`src/rtl/priority_resource_worker_dispatcher_top_assert.svh`:
```
// assertion macros for the worker dispatcher
// included by the top level; no other dependencies
`ifndef PRIORITY_RESOURCE_WORKER_DISPATCHER_TOP_ASSERT_SVH
`define PRIORITY_RESOURCE_WORKER_DISPATCHER_TOP_ASSERT_SVH
`ifndef SYNTHESIS
`define PRWD_ASSERT_IMP(label, clk, rst_n, a, b) \
	label: assert property (@(posedge clk) disable iff (!rst_n) (a) |-> (b)) \
		else $error("dispatcher check failed");
`define PRWD_ASSERT_NEXT(label, clk, rst_n, a, b) \
	label: assert property (@(posedge clk) disable iff (!rst_n) (a) |=> (b)) \
		else $error("dispatcher check failed");
`else
`define PRWD_ASSERT_IMP(label, clk, rst_n, a, b)
`define PRWD_ASSERT_NEXT(label, clk, rst_n, a, b)
`endif
`endif

```
`src/rtl/prwd_pkg.sv`:
```
// shared types and codes of the worker dispatcher
// used by the controller, the datapath and the top level
package prwd_pkg;

	// request types
	localparam logic [1:0] REQ_LOAD    = 2'd0;
	localparam logic [1:0] REQ_SUBMIT  = 2'd1;
	localparam logic [1:0] REQ_RELEASE = 2'd2;

	// result status codes
	localparam logic [2:0] ST_REJECTED = 3'd0;
	localparam logic [2:0] ST_GRANTED  = 3'd1;
	localparam logic [2:0] ST_RETRY    = 3'd2;
	localparam logic [2:0] ST_LOADED   = 3'd3;
	localparam logic [2:0] ST_RELEASED = 3'd4;
	localparam logic [2:0] ST_INVALID  = 3'd5;

	// configuration register indexes
	localparam logic [1:0] CFG_WORKERS   = 2'd0;
	localparam logic [1:0] CFG_SERVICES  = 2'd1;
	localparam logic [1:0] CFG_THRESHOLD = 2'd2;

	// configuration reset values
	localparam logic [3:0] CFG_WORKERS_RST   = 4'd8;
	localparam logic [4:0] CFG_SERVICES_RST  = 5'd16;
	localparam logic [7:0] CFG_THRESHOLD_RST = 8'd2;

	typedef struct packed {
		logic [1:0]  req_type;
		logic [3:0]  service_index;
		logic [2:0]  worker_slot;
		logic [15:0] priority_value;
		logic [15:0] resource_amount;
		logic        is_retry;
	} req_item_t;

	typedef struct packed {
		logic [2:0]  status;
		logic [2:0]  granted_slot;
		logic [7:0]  waiting_count;
		logic        high_traffic;
		logic [15:0] rejected_count;
	} rsp_item_t;

	// decoded item kind
	typedef enum logic [1:0] {
		KIND_INVALID,
		KIND_LOAD,
		KIND_SUBMIT,
		KIND_RELEASE
	} kind_t;

	typedef enum logic [2:0] {
		S_CLEAR,
		S_IDLE,
		S_DISPATCH,
		S_SCAN,
		S_DRAIN,
		S_FINISH
	} state_t;

	// controller to datapath
	typedef struct packed {
		logic clear_step;
		logic capture;
		logic scan_init;
		logic load_write;
		logic scan_issue;
		logic busy_read;
		logic commit;
	} ctrl_cmd_t;

	// datapath to controller
	typedef struct packed {
		kind_t kind;
		logic  no_workers;
		logic  scan_last;
		logic  clear_last;
	} dp_status_t;

endpackage

```
`src/rtl/prwd_ctrl.sv`:
```
// sequencing state machine of the worker dispatcher
// depends on prwd_pkg; drives the datapath through ctrl_cmd_t
module prwd_ctrl import prwd_pkg::*; (
	input  logic       clk,
	input  logic       arst_n,
	input  logic       req_valid,
	output logic       req_stall,
	output logic       rsp_valid,
	input  logic       rsp_stall,
	input  dp_status_t stat,
	output ctrl_cmd_t  cmd
);

	state_t state_q, state_d;
	logic   rsp_valid_q, rsp_valid_d;

	// state and output valid registers
	always_ff @(posedge clk or negedge arst_n) begin
		if (!arst_n) begin
			state_q     <= S_CLEAR;
			rsp_valid_q <= 1'b0;
		end else begin
			state_q     <= state_d;
			rsp_valid_q <= rsp_valid_d;
		end
	end

	// next state and commands
	always_comb begin
		state_d     = state_q;
		cmd         = '0;
		rsp_valid_d = rsp_valid_q && rsp_stall;
		case (state_q)
			S_CLEAR: begin
				cmd.clear_step = 1'b1;
				if (stat.clear_last) state_d = S_IDLE;
			end
			S_IDLE: begin
				if (req_valid) begin
					cmd.capture = 1'b1;
					state_d     = S_DISPATCH;
				end
			end
			S_DISPATCH: begin
				cmd.scan_init = 1'b1;
				case (stat.kind)
					KIND_LOAD: begin
						cmd.load_write = 1'b1;
						state_d        = S_FINISH;
					end
					KIND_RELEASE: begin
						cmd.busy_read = 1'b1;
						state_d       = S_FINISH;
					end
					KIND_SUBMIT: begin
						state_d = stat.no_workers ? S_FINISH : S_SCAN;
					end
					default: state_d = S_FINISH;
				endcase
			end
			S_SCAN: begin
				cmd.scan_issue = 1'b1;
				if (stat.scan_last) state_d = S_DRAIN;
			end
			S_DRAIN: begin
				// last read is folded in at this edge
				state_d = S_FINISH;
			end
			S_FINISH: begin
				if (!rsp_valid_q || !rsp_stall) begin
					cmd.commit  = 1'b1;
					rsp_valid_d = 1'b1;
					state_d     = S_IDLE;
				end
			end
			default: state_d = S_CLEAR;
		endcase
	end

	assign req_stall = (state_q != S_IDLE);
	assign rsp_valid = rsp_valid_q;

endmodule

```
`src/rtl/prwd_datapath.sv`:
```
// datapath of the worker dispatcher: config, worker tables, scan, counters
// depends on prwd_pkg; controlled by prwd_ctrl
module prwd_datapath import prwd_pkg::*; #(
	parameter int NUM_SERVICES        = 16,
	parameter int WORKERS_PER_SERVICE = 8,
	parameter int VALUE_BITS          = 16
) (
	input  logic       clk,
	input  logic       arst_n,
	input  logic       cfg_we,
	input  logic [1:0] cfg_index,
	input  logic [7:0] cfg_data,
	input  req_item_t  req_data,
	input  ctrl_cmd_t  cmd,
	output dp_status_t stat,
	output rsp_item_t  rsp_data
);

	localparam int SLOT_COUNT = NUM_SERVICES * WORKERS_PER_SERVICE;
	localparam int ADDR_W     = (SLOT_COUNT > 1) ? $clog2(SLOT_COUNT) : 1;
	localparam int CNT_W      = $clog2(WORKERS_PER_SERVICE + 1);

	// configuration registers
	logic [3:0] workers_q;
	logic [4:0] services_q;
	logic [7:0] threshold_q;

	always_ff @(posedge clk or negedge arst_n) begin
		if (!arst_n) begin
			workers_q   <= CFG_WORKERS_RST;
			services_q  <= CFG_SERVICES_RST;
			threshold_q <= CFG_THRESHOLD_RST;
		end else if (cfg_we) begin
			case (cfg_index)
				CFG_WORKERS:   workers_q   <= cfg_data[3:0];
				CFG_SERVICES:  services_q  <= cfg_data[4:0];
				CFG_THRESHOLD: threshold_q <= cfg_data;
				default: ;
			endcase
		end
	end

	// decode of the incoming item
	logic  svc_ok, slot_ok;
	kind_t kind_d;

	always_comb begin
		svc_ok  = ({1'b0, req_data.service_index} < services_q) &&
		          (int'(req_data.service_index) < NUM_SERVICES);
		slot_ok = int'(req_data.worker_slot) < WORKERS_PER_SERVICE;
		case (req_data.req_type)
			REQ_LOAD:    kind_d = slot_ok ? KIND_LOAD : KIND_INVALID;
			REQ_SUBMIT:  kind_d = KIND_SUBMIT;
			REQ_RELEASE: kind_d = slot_ok ? KIND_RELEASE : KIND_INVALID;
			default:     kind_d = KIND_INVALID;
		endcase
		if (!svc_ok) kind_d = KIND_INVALID;
	end

	// captured item
	req_item_t item_q;
	kind_t     kind_q;

	always_ff @(posedge clk or negedge arst_n) begin
		if (!arst_n) begin
			kind_q <= KIND_INVALID;
		end else if (cmd.capture) begin
			kind_q <= kind_d;
		end
	end

	always_ff @(posedge clk) begin
		if (cmd.capture) item_q <= req_data;
	end

	// slots in use, clamped to the table width
	logic [CNT_W-1:0] used_n;
	assign used_n = (int'(workers_q) > WORKERS_PER_SERVICE) ?
	                CNT_W'(WORKERS_PER_SERVICE) : CNT_W'(workers_q);

	logic [VALUE_BITS-1:0] need_v, prio_v;
	assign need_v = VALUE_BITS'(item_q.resource_amount);
	assign prio_v = VALUE_BITS'(item_q.priority_value);

	// scan index and addresses
	logic [CNT_W-1:0]  idx_q;
	logic [ADDR_W-1:0] base_addr, scan_addr, slot_addr, clr_q;

	assign base_addr = ADDR_W'(int'(item_q.service_index) * WORKERS_PER_SERVICE);
	assign scan_addr = base_addr + ADDR_W'(idx_q);
	assign slot_addr = base_addr + ADDR_W'(item_q.worker_slot);

	always_ff @(posedge clk or negedge arst_n) begin
		if (!arst_n) begin
			idx_q <= '0;
			clr_q <= '0;
		end else begin
			if (cmd.scan_init) idx_q <= '0;
			else if (cmd.scan_issue) idx_q <= idx_q + CNT_W'(1);
			if (cmd.clear_step) clr_q <= clr_q + ADDR_W'(1);
		end
	end

	// priority and capacity table
	logic [2*VALUE_BITS-1:0] pc_mem [SLOT_COUNT];
	logic [2*VALUE_BITS-1:0] pc_rd_s1;

	always_ff @(posedge clk) begin
		if (cmd.load_write) pc_mem[slot_addr] <= {prio_v, need_v};
		if (cmd.scan_issue) pc_rd_s1 <= pc_mem[scan_addr];
	end

	// busy table, cleared by a sweep after reset
	logic              busy_mem [SLOT_COUNT];
	logic              busy_rd_s1;
	logic              busy_we, busy_wd;
	logic [ADDR_W-1:0] busy_waddr, busy_raddr;
	logic              grant_wr, rel_wr;
	logic [CNT_W-1:0]  best_q;

	always_comb begin
		busy_we    = cmd.clear_step || (cmd.commit && (grant_wr || rel_wr));
		busy_wd    = !cmd.clear_step && grant_wr;
		busy_waddr = cmd.clear_step ? clr_q :
		             grant_wr ? base_addr + ADDR_W'(best_q) : slot_addr;
		busy_raddr = cmd.scan_issue ? scan_addr : slot_addr;
	end

	always_ff @(posedge clk) begin
		if (busy_we) busy_mem[busy_waddr] <= busy_wd;
		if (cmd.scan_issue || cmd.busy_read) busy_rd_s1 <= busy_mem[busy_raddr];
	end

	// read tags
	logic             rd_valid_s1;
	logic [CNT_W-1:0] rd_idx_s1;

	always_ff @(posedge clk or negedge arst_n) begin
		if (!arst_n) begin
			rd_valid_s1 <= 1'b0;
			rd_idx_s1   <= '0;
		end else begin
			rd_valid_s1 <= cmd.scan_issue;
			rd_idx_s1   <= idx_q;
		end
	end

	// capability and best idle worker over the scanned slots
	logic                  capable_q, found_q;
	logic [VALUE_BITS-1:0] best_prio_q, rd_cap, rd_prio;
	logic                  fits;

	assign rd_cap  = pc_rd_s1[VALUE_BITS-1:0];
	assign rd_prio = pc_rd_s1[2*VALUE_BITS-1:VALUE_BITS];
	assign fits    = rd_cap >= need_v;

	always_ff @(posedge clk or negedge arst_n) begin
		if (!arst_n) begin
			capable_q <= 1'b0;
			found_q   <= 1'b0;
		end else if (cmd.scan_init) begin
			capable_q <= 1'b0;
			found_q   <= 1'b0;
		end else if (rd_valid_s1) begin
			if (fits) capable_q <= 1'b1;
			if (fits && !busy_rd_s1 && (!found_q || rd_prio < best_prio_q)) begin
				found_q <= 1'b1;
			end
		end
	end

	always_ff @(posedge clk) begin
		if (rd_valid_s1 && fits && !busy_rd_s1 && (!found_q || rd_prio < best_prio_q)) begin
			best_q      <= rd_idx_s1;
			best_prio_q <= rd_prio;
		end
	end

	// counter updates and result
	logic [7:0]  waiting_q, wait_d;
	logic [15:0] rejected_q, rej_d;
	logic [2:0]  st_d, slot_d;

	always_comb begin
		wait_d   = waiting_q;
		rej_d    = rejected_q;
		st_d     = ST_INVALID;
		slot_d   = 3'd0;
		grant_wr = 1'b0;
		rel_wr   = 1'b0;
		case (kind_q)
			KIND_LOAD: st_d = ST_LOADED;
			KIND_RELEASE: begin
				st_d = ST_RELEASED;
				if (busy_rd_s1) begin
					rel_wr = 1'b1;
					if (waiting_q != 8'd0) wait_d = waiting_q - 8'd1;
				end
			end
			KIND_SUBMIT: begin
				if (!capable_q) begin
					st_d = ST_REJECTED;
					if (rejected_q != 16'hFFFF) rej_d = rejected_q + 16'd1;
				end else begin
					if (!item_q.is_retry && waiting_q != 8'hFF) wait_d = waiting_q + 8'd1;
					if (found_q) begin
						st_d     = ST_GRANTED;
						slot_d   = 3'(best_q);
						grant_wr = 1'b1;
					end else begin
						st_d = ST_RETRY;
					end
				end
			end
			default: st_d = ST_INVALID;
		endcase
	end

	always_ff @(posedge clk or negedge arst_n) begin
		if (!arst_n) begin
			waiting_q  <= '0;
			rejected_q <= '0;
		end else if (cmd.commit) begin
			waiting_q  <= wait_d;
			rejected_q <= rej_d;
		end
	end

	// output register
	rsp_item_t rsp_q;

	always_ff @(posedge clk) begin
		if (cmd.commit) begin
			rsp_q.status         <= st_d;
			rsp_q.granted_slot   <= slot_d;
			rsp_q.waiting_count  <= wait_d;
			rsp_q.high_traffic   <= wait_d >= threshold_q;
			rsp_q.rejected_count <= rej_d;
		end
	end

	assign rsp_data = rsp_q;

	// status to the controller
	assign stat.kind       = kind_q;
	assign stat.no_workers = (used_n == '0);
	assign stat.scan_last  = (idx_q == used_n - CNT_W'(1));
	assign stat.clear_last = (clr_q == ADDR_W'(SLOT_COUNT - 1));

endmodule

```
`src/rtl/priority_resource_worker_dispatcher_top.sv`:
```
// channel    | direction | transfer when
// req_*      | in        | req_valid high and req_stall low
// rsp_*      | out       | rsp_valid high and rsp_stall low
// cfg_*      | in        | cfg_we high
//
// a load, release or invalid item passes the dispatch and finish states to the result register;
// a request between them also scans min(workers_in_use, WORKERS_PER_SERVICE) slots serially
// via the table read port and drains, unless no slot is in use; one item is in work at a time.
// after reset the busy table is swept, all NUM_SERVICES * WORKERS_PER_SERVICE
// slots, before the first item is taken; config writes are taken throughout.
// a finished result waits in the output register while the next item is taken;
// that item holds in its last cycle until the output register is free.
`include "priority_resource_worker_dispatcher_top_assert.svh"
module priority_resource_worker_dispatcher_top import prwd_pkg::*; #(
	parameter int NUM_SERVICES        = 16,
	parameter int WORKERS_PER_SERVICE = 8,
	parameter int VALUE_BITS          = 16
) (
	input  logic       clk,
	input  logic       arst_n,
	input  logic       req_valid,
	output logic       req_stall,
	input  req_item_t  req_data,
	output logic       rsp_valid,
	input  logic       rsp_stall,
	output rsp_item_t  rsp_data,
	input  logic       cfg_we,
	input  logic [1:0] cfg_index,
	input  logic [7:0] cfg_data
);

	ctrl_cmd_t  cmd;
	dp_status_t stat;

	// sequencing
	prwd_ctrl u_ctrl (
		.clk       (clk),
		.arst_n    (arst_n),
		.req_valid (req_valid),
		.req_stall (req_stall),
		.rsp_valid (rsp_valid),
		.rsp_stall (rsp_stall),
		.stat      (stat),
		.cmd       (cmd)
	);

	// tables, scan and counters
	prwd_datapath #(
		.NUM_SERVICES        (NUM_SERVICES),
		.WORKERS_PER_SERVICE (WORKERS_PER_SERVICE),
		.VALUE_BITS          (VALUE_BITS)
	) u_datapath (
		.clk       (clk),
		.arst_n    (arst_n),
		.cfg_we    (cfg_we),
		.cfg_index (cfg_index),
		.cfg_data  (cfg_data),
		.req_data  (req_data),
		.cmd       (cmd),
		.stat      (stat),
		.rsp_data  (rsp_data)
	);

	// checks
	`PRWD_ASSERT_NEXT(a_busy_after_take, clk, arst_n, req_valid && !req_stall, req_stall)
	`PRWD_ASSERT_IMP(a_no_overwrite, clk, arst_n, cmd.commit, !(rsp_valid && rsp_stall))
	`PRWD_ASSERT_NEXT(a_no_repeat, clk, arst_n, rsp_valid && !rsp_stall && !cmd.commit, !rsp_valid)
	`PRWD_ASSERT_IMP(a_slot_zero, clk, arst_n, rsp_valid && (rsp_data.status != ST_GRANTED), rsp_data.granted_slot == 3'd0)

endmodule
```
`config.mk`:
```
export PLATFORM = sky130hd
export DESIGN_NAME = priority_resource_worker_dispatcher_top
export DESIGN_NICKNAME = d
export VERILOG_FILES = /design/src/rtl/prwd_pkg.sv /design/src/rtl/prwd_ctrl.sv /design/src/rtl/prwd_datapath.sv /design/src/rtl/priority_resource_worker_dispatcher_top.sv
export VERILOG_INCLUDE_DIRS = /design/src /design/src/rtl
export SDC_FILE = /design/constraint.sdc
export NUM_CORES = 2
export LEC_CHECK = 0
export ABC_AREA = 1
export BUFFER_PORTS_ARGS = -buffer_cell sky130_fd_sc_hd__buf_2
export CAP_MARGIN = 20
export CORE_UTILIZATION = 40
export CTS_CLUSTER_SIZE = 8
export DETAILED_ROUTE_END_ITERATION = 6
export HOLD_SLACK_MARGIN = 0.05
export REMOVE_ABC_BUFFERS = 1
export SLEW_MARGIN = 40
export SYNTH_ARGS = -nofsm -noshare
export SYNTH_HDL_FRONTEND = slang
export SYNTH_MEMORY_MAX_BITS = 65536
export SYNTH_SLANG_ARGS = --single-unit
export TNS_END_PERCENT = 1
```
`constraint.sdc`:
```
create_clock -name clk -period 5.05 [get_ports clk]
set_input_delay 1.01 -clock clk [delete_from_list [all_inputs] [get_ports clk]]
set_output_delay 1.01 -clock clk [all_outputs]
set_load 0.005 [all_outputs]
```
==> flow_summary.json <==
{
  "r2r_end": "u_datapath.pc_rd_s1[0]",
  "clock_sinks": 4413,
  "routed_wl_mm": 527,
  "gp_congestion": 0.893,
  "finalSetupViolCount": 0,
  "cp_data_arrival_time_ps": 4860,
  "hold_slack_ps": 120,
  "timing.rr.start": "u_datapath.idx_q[0]",
  "maxSlewHeadroom": 0.242,
  "min_period_over_period": 0.779,
  "syn_area_per_cell_um2": 12.7,
  "die_y_um": 664,
  "min_path_type": "in -> reg",
  "grt_pass1_wl_mm": 757,
  "endpoint": "u_datapath.pc_rd_s1[0]",
  "crit_type": "reg -> reg",
  "fin_crit_ps": 3940,
  "synth-async-reset-ratio": 0.0147,
  "final_antenna_net_count": 0,
  "startpoint": "u_datapath.idx_q[0]",
  "nets": 14100,
  "instances_no_fill": 19800,
  "rows": 242,
  "overflow": 0,
  "ys_seq_area_frac": 0.754,
  "skew_ps": 60.1,
  "h-tree-depth": 6,
  "grt_max_degree": 159,
  "design_area_um2": 202000,
  "crit_path_max_fanout": 81,
  "switchingPower_mw": 38.0,
  "place_inst": 19100,
  "cts_buffers": 622,
  "pwr-share-clk": 0.336,
  "dpl_cell_area_um2": 185000,
  "worst_slew_pin_slew_ps": 1140,
  "synth_area_um2": 175000,
  "track_usage": 0.231,
  "drv_slew": 0,
  "drt-pass1-iter-count": 6,
  "rr_worst_depth": 11,
  "grt_pass1_vias": 109000,
  "cts-root-buf": "clkbuf_16",
  "synthesis.instances": 13800,
  "drc": 0,
  "synth_edf_count": 4348,
  "final-hold-violation-count": 0,
  "outcome": "complete, no violations",
  "final_common_cell": "edfxtp_1",
  "dp_hpwl_mm": 286,
  "drtIter0Drc": 14800,
  "power.total_mw": 110,
  "ios": 90,
  "ir_drop_mv": 0.465,
  "die_width_um": 664,
  "fin_util": 0.465,
  "worstPathRequired_ps": 5980,
  "drive_gt1_frac": 0.103,
  "p_sw_frac": 0.346,
  "cts_tree": "done",
  "area_growth_pct": 15.3,
  "clk_path_buf_depth": 4,
  "antenna_found_initial": 28,
  "end_kind": "register",
  "core_area_um2": 435000,
  "internal_power_mw": 72.0,
  "die-area_um2": 441000,
  "yosysWarnings": 0,
  "detail_route.wl_per_cell_um": 26.6,
  "p_leak_nw": 66.7,
  "clock_latency_ps": 1080,
  "start_util": 0.403,
  "ys_seq_elements": 4413,
  "rsz0062_at_grt": "false",
  "synth_cell_types": 44,
  "pwr_density_cell_nw_per_um2": 544,
  "layout_common_cells": "4348 x edfxtp_1, 2178 x nor2_1, 1965 x o21ai_0, 1333 x nand2_1, 1235 x nand3_1",
  "start_kind": "register",
  "rrSetupSlack_ps": 1110,
  "synth_top_flop_cell": "edfxtp_1",
  "maxCapViolCount": 0,
  "vias": 116000,
  "power_frac_comb": 0.276,
  "power_frac_seq": 0.388,
  "cts.clk_slew.worst_paths_ps": 50,
  "timing.fmax_mhz": 254,
  "viasPerCell": 5.84,
  "port_buffers": 89
}
## metal layers
metal	up-vias	track usage	share of wire	wire length [um]
li1	51000	-	-	-
met1	58100	0.321	0.41	214000
met2	5836	0.356	0.45	238000
met3	900	0.0499	0.10	53800
met4	2	0.0908	0.040	21000
met5	-	0	0.000025	13
## metrics by stage
| step | TNS (ps) | setup slack, ps |
|---|---|---|
| after floorplan | -5544420 | -144080 |
| after global placement | 0 | 1210 |
| after detailed placement | 0 | 1220 |
| after CTS | 0 | 1220 |
| after global routing | 0 | 1000 |
| final | 0 | 1110 |
## how the worst min path moves through the flow
stage	startpoint	end	cells after the start
floorplan	u_datapath.rd_idx_s1[0]	u_datapath.best_q[0]	0
global placement	u_datapath.rd_idx_s1[1]	u_datapath.best_q[1]	0
detailed placement	u_datapath.rd_idx_s1[1]	u_datapath.best_q[1]	0
CTS	req_data[2]	u_datapath.need_v[1]	1
global route	req_data[21]	u_datapath.prio_v[4]	1
finish	req_data[2]	u_datapath.need_v[1]	1
## sequential cells by signal, indices dropped and copies added, names as in the netlist, 7 cells and up
register,cells
u_datapath.rejected_q,16
u_datapath.pc_mem,4096
u_datapath.rsp_data,31
u_datapath.waiting_q,8
u_datapath.item_q,8
u_datapath.best_prio_q,16
u_datapath.clr_q,7
u_datapath.busy_mem,128
u_datapath.threshold_q,8
u_datapath.need_v,16
u_datapath.pc_rd_s1,32
u_datapath.prio_v,16
## logic make-up (layout without fill, tap and decap cells)
| kind of cell | after synthesis | after routing | share of synthesized area |
|---|---|---|---|
| AO/OA/AOI/OAI | 3188 | 3188 | 0.0984 |
| XOR/XNOR | 28 | 28 | 0.00140 |
| adder cells (fa/ha/maj) | 60 | 60 | 0.00428 |
| buffers and inverters | 1141 | 1469 | 0.0269 |
| flip-flops | 4413 | 4413 | 0.754 |
| other | 0 | 10 | 0 |
| AND/OR/NAND/NOR | 4934 | 4934 | 0.115 |
## cells in the mapped netlist (60+ instances only)
master,number,share of area
edfxtp_1,4348,0.74
nor2_1,2308,0.049
o21ai_0,1966,0.056
nand2_1,1342,0.029
nand3_1,1239,0.035
o22ai_1,997,0.036
clkbuf_1,636,0.014
buf_2,221,0.0063
inv_1,173,0.0037
o21ai_1,128,0.0037
a21oi_1,74,0.0021
buf_1,69,0.0015
dfrtp_1,62,0.0088
ha_1,60,0.0043
## final cells by class
cell class,count,area [um2]
Multi-Input combinational cell,8210,39700
Inverter,187,737
Fill cell,38100,233000
Tap cell,5734,7170
Antenna cell,10,25.0
Timing Repair Buffer,568,5750
Clock inverter,52,856
Sequential cell,4413,132000
Clock buffer,662,15900
## what timing repair did
| item | in CTS | in global routing |
|---|---|---|
| endpoints found under the setup margin | 0 | 0 |
| buffers inserted | 0 | 0 |
| endpoints found under the hold margin | 27 | 0 |
| hold buffers | 1 | 0 |
| resized for setup | 0 | 0 |
## critical path, cell delays in order (launching register included)
cell and delay, ps:
dfrtp_4 750, inv_8 650, buf_12 370, buf_4 360
nor2_1 70, o22ai_1 190, nand2_1 70, nand3_1 140
nand3_1 350, nand3_1 190, nand3_1 280, nand2_1 130
## power by group through the flow
stage	clock, mW	combinational, mW	sequential [mW]
5_1_grt	38.9	32.6	42.6
4_1_cts	37.4	29.9	42.6
3_3_place_gp	0	29.6	43.3
3_5_place_dp	0	29.8	43.3
2_1_floorplan	0	10.2	44.6
6_report	37.0	30.4	42.6
Note: power is estimated with default switching activity, not from simulation.
